**config.mk**
```make
export PLATFORM = sky130hd
export DESIGN_NAME = simplified_aes_cipher
export DESIGN_NICKNAME = d
export VERILOG_FILES = /design/src/rtl/sac_pkg.sv /design/src/rtl/simplified_aes_cipher.sv
export VERILOG_INCLUDE_DIRS = /design/src /design/src/rtl
export SDC_FILE = /design/constraint.sdc
export NUM_CORES = 1
export LEC_CHECK = 0
export BUFFER_PORTS_ARGS = -buffer_cell sky130_fd_sc_hd__buf_2
export CORE_MARGIN = 1
export CORE_UTILIZATION = 41
export DETAILED_ROUTE_END_ITERATION = 8
export HOLD_SLACK_MARGIN = 0.1
export PLACE_DENSITY = 0.69
export SYNTH_ARGS = -nofsm -noshare
export SYNTH_HDL_FRONTEND = slang
export SYNTH_SLANG_ARGS = --single-unit
```
**constraint.sdc**
```tcl
create_clock -name clk -period 4.39 [get_ports clk]
set_clock_uncertainty 0.2 [all_clocks]
set_input_delay 0.6585 -clock clk [delete_from_list [all_inputs] [get_ports clk]]
set_output_delay 0.6585 -clock clk [all_outputs]
set_load 0.02 [all_outputs]
```
**src/rtl/simplified_aes_cipher_defines.svh**
```systemverilog
// Assertion macros shared by the simplified AES cipher RTL.
`ifndef SIMPLIFIED_AES_CIPHER_DEFINES_SVH
`define SIMPLIFIED_AES_CIPHER_DEFINES_SVH

`ifndef SYNTHESIS

// The consequent must hold in the same cycle as the antecedent.
`define SAC_ASSERT_SAME(lbl, ante, cons) \
  lbl: assert property (@(posedge clk) disable iff (!rst_n) (ante) |-> (cons)) \
    else $error("same-cycle check failed");

// The consequent must hold in the cycle after the antecedent.
`define SAC_ASSERT_NEXT(lbl, ante, cons) \
  lbl: assert property (@(posedge clk) disable iff (!rst_n) (ante) |=> (cons)) \
    else $error("next-cycle check failed");

`else

`define SAC_ASSERT_SAME(lbl, ante, cons)
`define SAC_ASSERT_NEXT(lbl, ante, cons)

`endif

`endif

```
**src/rtl/sac_pkg.sv**
```systemverilog
// Types, constants and nibble-level functions for the simplified AES cipher.
package sac_pkg;

  localparam int unsigned BLOCK_W = 16;
  localparam int unsigned KEY_W   = 16;

  // Operation codes carried in the transaction's user field.
  localparam logic OP_ENCRYPT = 1'b0;
  localparam logic OP_DECRYPT = 1'b1;

  // Round constants of the key schedule.
  localparam logic [7:0] RCON_1 = 8'h80;
  localparam logic [7:0] RCON_2 = 8'h30;

  // Mix column matrices: forward [1 4; 4 1], inverse [9 2; 2 9].
  localparam logic [3:0] MIX_FWD_DIAG = 4'h1;
  localparam logic [3:0] MIX_FWD_OFF  = 4'h4;
  localparam logic [3:0] MIX_INV_DIAG = 4'h9;
  localparam logic [3:0] MIX_INV_OFF  = 4'h2;

  typedef logic [BLOCK_W-1:0] block_t;

  // The three round keys expanded from the cipher key.
  typedef struct packed {
    block_t k0;
    block_t k1;
    block_t k2;
  } round_keys_t;

  // Forward nibble substitution.
  function automatic logic [3:0] sbox_fwd(input logic [3:0] n);
    logic [3:0] r;
    unique case (n)
      4'h0: r = 4'h9;
      4'h1: r = 4'h4;
      4'h2: r = 4'hA;
      4'h3: r = 4'hB;
      4'h4: r = 4'hD;
      4'h5: r = 4'h1;
      4'h6: r = 4'h8;
      4'h7: r = 4'h5;
      4'h8: r = 4'h6;
      4'h9: r = 4'h2;
      4'hA: r = 4'h0;
      4'hB: r = 4'h3;
      4'hC: r = 4'hC;
      4'hD: r = 4'hE;
      4'hE: r = 4'hF;
      default: r = 4'h7;
    endcase
    return r;
  endfunction

  // Inverse nibble substitution.
  function automatic logic [3:0] sbox_inv(input logic [3:0] n);
    logic [3:0] r;
    unique case (n)
      4'h0: r = 4'hA;
      4'h1: r = 4'h5;
      4'h2: r = 4'h9;
      4'h3: r = 4'hB;
      4'h4: r = 4'h1;
      4'h5: r = 4'h7;
      4'h6: r = 4'h8;
      4'h7: r = 4'hF;
      4'h8: r = 4'h6;
      4'h9: r = 4'h0;
      4'hA: r = 4'h2;
      4'hB: r = 4'h3;
      4'hC: r = 4'hC;
      4'hD: r = 4'h4;
      4'hE: r = 4'hD;
      default: r = 4'hE;
    endcase
    return r;
  endfunction

  // Multiply in GF(2^4) modulo x^4 + x + 1.
  function automatic logic [3:0] gf_mul(input logic [3:0] a, input logic [3:0] b);
    logic [3:0] r;
    logic [3:0] aa;
    logic [3:0] bb;
    r  = 4'h0;
    aa = a;
    bb = b;
    for (int i = 0; i < 4; i++) begin
      if (bb[0]) begin
        r = r ^ aa;
      end
      bb = bb >> 1;
      aa = aa[3] ? ({aa[2:0], 1'b0} ^ 4'h3) : {aa[2:0], 1'b0};
    end
    return r;
  endfunction

  // Substitute all four nibbles of a block.
  function automatic block_t sub_fwd(input block_t s);
    return {sbox_fwd(s[15:12]), sbox_fwd(s[11:8]), sbox_fwd(s[7:4]), sbox_fwd(s[3:0])};
  endfunction

  function automatic block_t sub_inv(input block_t s);
    return {sbox_inv(s[15:12]), sbox_inv(s[11:8]), sbox_inv(s[7:4]), sbox_inv(s[3:0])};
  endfunction

  // Row 1 holds nibbles 1 and 3; shifting it swaps them. It is its own inverse.
  function automatic block_t shift_rows(input block_t s);
    return {s[15:12], s[3:0], s[7:4], s[11:8]};
  endfunction

  // Multiply both columns by the matrix [diag off; off diag].
  function automatic block_t mix_cols(input block_t s, input logic [3:0] diag,
                                      input logic [3:0] off);
    return {gf_mul(diag, s[15:12]) ^ gf_mul(off, s[11:8]),
            gf_mul(off, s[15:12])  ^ gf_mul(diag, s[11:8]),
            gf_mul(diag, s[7:4])   ^ gf_mul(off, s[3:0]),
            gf_mul(off, s[7:4])    ^ gf_mul(diag, s[3:0])};
  endfunction

  // Key schedule g function: rotate nibbles, substitute, add round constant.
  function automatic logic [7:0] key_g(input logic [7:0] w, input logic [7:0] rc);
    return {sbox_fwd(w[3:0]), sbox_fwd(w[7:4])} ^ rc;
  endfunction

  // Expand a cipher key into K0, K1 and K2.
  function automatic round_keys_t expand_key(input logic [KEY_W-1:0] key);
    round_keys_t rk;
    logic [7:0]  w2;
    logic [7:0]  w3;
    logic [7:0]  w4;
    logic [7:0]  w5;
    w2 = key[15:8] ^ key_g(key[7:0], RCON_1);
    w3 = w2 ^ key[7:0];
    w4 = w2 ^ key_g(w3, RCON_2);
    w5 = w4 ^ w3;
    rk.k0 = key;
    rk.k1 = {w2, w3};
    rk.k2 = {w4, w5};
    return rk;
  endfunction

endpackage

```
**src/rtl/simplified_aes_cipher.sv**
```systemverilog
// Top level of the simplified AES block cipher with a two-register pipeline.
//
//  Channel  Direction  Ports                    Contents
//  in       slave      in_tvalid/tready/tdata   tdata: block_in; tuser: op
//  out      master     out_tvalid/tready/tdata  tdata: block_out
//  cfg      write-only cfg_wen/cfg_wdata        16-bit cipher key
//
// Each transaction is held in the input register, passes through the whole
// cipher, and is then captured in the result register.
// A new transaction can be accepted every cycle; only a stall at the output
// holds the pipeline. Round keys are expanded and registered on a key write.
// Reset (rst_n low, synchronous) empties the pipeline and sets the key to 0.
module simplified_aes_cipher (
  input  logic                      clk,
  input  logic                      rst_n,
  input  logic                      in_tvalid,
  output logic                      in_tready,
  input  logic [sac_pkg::BLOCK_W-1:0] in_tdata,   // [15:0] block_in
  input  logic                      in_tuser,     // [0] op
  output logic                      out_tvalid,
  input  logic                      out_tready,
  output logic [sac_pkg::BLOCK_W-1:0] out_tdata,  // [15:0] block_out
  input  logic                      cfg_wen,
  input  logic [sac_pkg::KEY_W-1:0] cfg_wdata
);
  import sac_pkg::*;

  `include "simplified_aes_cipher_defines.svh"

  round_keys_t rk_r;
  logic        s1_valid_r;
  logic        s1_op_r;
  block_t      s1_block_r;
  logic        out_valid_r;
  block_t      out_block_r;
  logic        s1_adv;
  logic        in_acc;
  block_t      enc_r1;
  block_t      enc_res;
  block_t      dec_r1;
  block_t      dec_res;
  block_t      result;

  // Handshake: stage 1 moves on when the result register is free or drained.
  assign s1_adv    = !out_valid_r || out_tready;
  assign in_tready = !s1_valid_r || s1_adv;
  assign in_acc    = in_tvalid && in_tready;

  // Round keys are expanded once, when the key is written.
  always_ff @(posedge clk) begin
    if (!rst_n) begin
      rk_r <= expand_key('0);
    end else if (cfg_wen) begin
      rk_r <= expand_key(cfg_wdata);
    end
  end

  // Input register.
  always_ff @(posedge clk) begin
    if (!rst_n) begin
      s1_valid_r <= 1'b0;
    end else if (in_tready) begin
      s1_valid_r <= in_tvalid;
    end
  end

  always_ff @(posedge clk) begin
    if (in_acc) begin
      s1_op_r    <= in_tuser;
      s1_block_r <= in_tdata;
    end
  end

  // Encryption: add K0, full round with K1, final round with K2.
  always_comb begin
    enc_r1  = mix_cols(shift_rows(sub_fwd(s1_block_r ^ rk_r.k0)), MIX_FWD_DIAG,
                       MIX_FWD_OFF) ^ rk_r.k1;
    enc_res = shift_rows(sub_fwd(enc_r1)) ^ rk_r.k2;
  end

  // Decryption: the inverse steps in reverse order.
  always_comb begin
    dec_r1  = mix_cols(sub_inv(shift_rows(s1_block_r ^ rk_r.k2)) ^ rk_r.k1,
                       MIX_INV_DIAG, MIX_INV_OFF);
    dec_res = sub_inv(shift_rows(dec_r1)) ^ rk_r.k0;
  end

  assign result = (s1_op_r == OP_DECRYPT) ? dec_res : enc_res;

  // Result register.
  always_ff @(posedge clk) begin
    if (!rst_n) begin
      out_valid_r <= 1'b0;
    end else if (s1_adv) begin
      out_valid_r <= s1_valid_r;
    end
  end

  always_ff @(posedge clk) begin
    if (s1_adv && s1_valid_r) begin
      out_block_r <= result;
    end
  end

  assign out_tvalid = out_valid_r;
  assign out_tdata  = out_block_r;

  // A transaction accepted at the input sits in the input register next cycle.
  `SAC_ASSERT_NEXT(a_in_to_s1, in_acc, s1_valid_r)
  // An item leaving the input register lands in the result register.
  `SAC_ASSERT_NEXT(a_s1_to_out, s1_valid_r && s1_adv, out_valid_r)
  // An empty pipeline never back-pressures the input.
  `SAC_ASSERT_SAME(a_empty_ready, !s1_valid_r && !out_valid_r, in_tready)
  // The round keys follow the last written key.
  `SAC_ASSERT_NEXT(a_key_write, cfg_wen, rk_r == expand_key($past(cfg_wdata)))
  // An input stall only happens while the result register is held.
  `SAC_ASSERT_SAME(a_stall_cause, !in_tready, out_valid_r && !out_tready)

endmodule

```
==> metrics.txt <==
Tmin final 4100 ps; Critical Path AT 3990 ps; vias in the first global route 5733; Post-DRT Antenna Nets 0; Initial Utilization 0.418; Synth Instances 834; Slew headroom 0.284; DR WL/cell 16.4 um; worst-path fanout max 10; met2 usage 0.297; maximum clock rate 244 MHz; Pre-antenna DRT Iters 4; Num CTS Buffers 9; routability cong. 0.863; Final Net Count 1078; yosys synthesis warning count 0; Setup-failing EPs final 0; cell taking the most area after synthesis ha_1; GR peak layer met2; Worst setup SP type register; worst-skew pair later-pin latency about 350 ps; M1 GR Usage 0.264; Netlist cell types 67; DR vias/cell 5.05; Sink Count 83; routed via count about 6000; Final Hold Fails 0; ANT cells 0; Post-synth EDFFs 33; Die Y approximately 150 um; status complete, no violations; CP Class register to register; reg2reg setup slack about 290 ps; initial DRC count 330; final period utilization 0.935; I/O Pins between 50 and 60; # port buffers 55; LEAKAGE 4.42 nW; total grt overflow 0; Post-synth top flop dfxtp_1; die span in x 146 um; drt total wl between 15 and 20 mm; Root Driver clkbuf_16; # rows 52; unrepaired setup endpoints after global routing no; Post-synth ARST share 0; global-route wire length before repair 31.1 mm; Worst-Margin Slew 1070 ps; Remaining DRCs 0; Post-DP HPWL about 15 mm; Reg clk slew, reported paths 70 ps; clock buffer depth 2; antenna violations before repair 0; CTS tree built; met3 Track Usage GR 0.0263; die footprint approximately 21000 um^2; pwr dens ~690 nW/um^2; sequential area share after synthesis 0.235; total power 6.68 mW; worst hold path type input pin to register; post-synth net total ~1000; core area 20300 um^2; most frequent cell after synthesis ha_1; maxcap violations 0; Syn Area/Cell 10.2 um^2; Hold WS approximately 280 ps; area delta synth->final 13.2%; Setup crit end kind register; Yosys reg bits 83; Synth top area share 0.184; H-tree lvl count 3; peak supply drop 0.299 mV; share of cells above drive strength 1 0.184; Req. time, crit path 4280 ps; pin count of the biggest net entering global routing 52; TNS Setup 0 ps; top cells by count, synth 125 x ha_1, 81 x mux2i_1, 77 x xnor2_1; Post-Synthesis Cell Area 8490 um^2; Area contributors post-synth ha_1 18%, dfxtp_1 12%, edfxtp_1 12%; All-Layer GR Usage 0.186; Slew Limit Fails 0
==> registers in the layout (all words and copies together), names as in the netlist <==
name,cells
out_tdata,16
rk_r,48
s1_valid_r,1
s1_block_r,16
out_tvalid,1
s1_op_r,1
==> final timing paths <==
kind	startpoint	cells past startpoint	endpoint
worst max register to register	s1_block_r[1]	13	out_tdata[14]
worst min register to register	s1_valid_r	1	out_tvalid
worst min-delay path	in_tdata[8]	1	s1_block_r[8]
worst max-delay path	s1_block_r[1]	13	out_tdata[14]
==> power by group <==
part	switching (mW)	internal, mW	total, mW
clock	0.325	0.455	0.779
combinational	2.60	2.17	4.77
sequential	0.111	1.01	1.12
==> cells in the final DEF, fill, tap and decap left out, types with 4 or more instances in the layout <==
cell / instances
nand2_1: 44
nand3b_1: 4
xor2_1: 57
inv_2: 4
o22ai_1: 6
buf_2: 55
nand2b_1: 4
dfxtp_1: 50
xor2_2: 8
nand3_1: 9
nor2_1: 17
edfxtp_1: 33
nor2b_1: 38
and2_1: 7
o21ai_0: 15
nor3_1: 20
ha_1: 125
a21oi_1: 22
mux2i_1: 81
xnor2_2: 18
and3_1: 5
o21ai_1: 5
xnor2_1: 75
a31oi_1: 4
o21a_1: 5
buf_4: 33
inv_1: 67
clkbuf_16: 11
o211ai_1: 6
mux2_2: 5
o211a_1: 6
mux4_2: 18
==> cell type report <==
type	instances	area, um^2
Fill cell	1905	10700
Multi-Input combinational cell	662	6190
Sequential cell	83	1990
Timing Repair Buffer	88	523
Tap cell	270	338
Clock buffer	14	287
Inverter	71	267
Clock inverter	2	12.5
==> logic make-up (layout without fill, tap and decap cells) <==
family	count (synthesis)	count (layout)	share of synthesized area
compound gates	100	100	0.0819
xor+xnor	165	165	0.202
fa+ha+maj	125	125	0.184
buf+inv	89	175	0.0396
flops	83	83	0.235
mux	106	106	0.152
simple gates	166	166	0.105
==> per-layer routing <==
metal  part of all wire  up-vias
met5                  0        -
met4              0.012        0
met3              0.034       16
met2               0.46      101
met1               0.49     2883
li1                   -     3010
==> repair_timing <==
item / in CTS / in global routing
resized for setup: 0 / 3
setup endpoints to repair: 0 / 4
buffers inserted: 0 / 0
hold buffers: 0 / 0
==> per-stage QoR <==
stage	instance area (um^2)	utilization	setup slack (ps)	cells
2_1_floorplan	8490	-	407	834
3_3_place_gp	9290	0.457	328	1174
3_5_place_dp	9290	0.457	202	1174
4_1_cts	9590	0.472	204	1190
5_1_grt	9610	0.473	60.3	1190
6_report	9610	0.473	287	1190
==> critical path, stage by stage, from the launching register on <==
cell and delay (ps):
edfxtp_1 420, xor2_1 400, inv_1 180, ha_1 230, o21ai_2 170, xor2_2 280
xnor2_2 230, xnor2_1 510, inv_1 170, ha_1 240, mux2_1 290, o22ai_1 240
xor2_1 190, a21oi_1 80
Note: power is estimated with default switching activity, not from simulation.
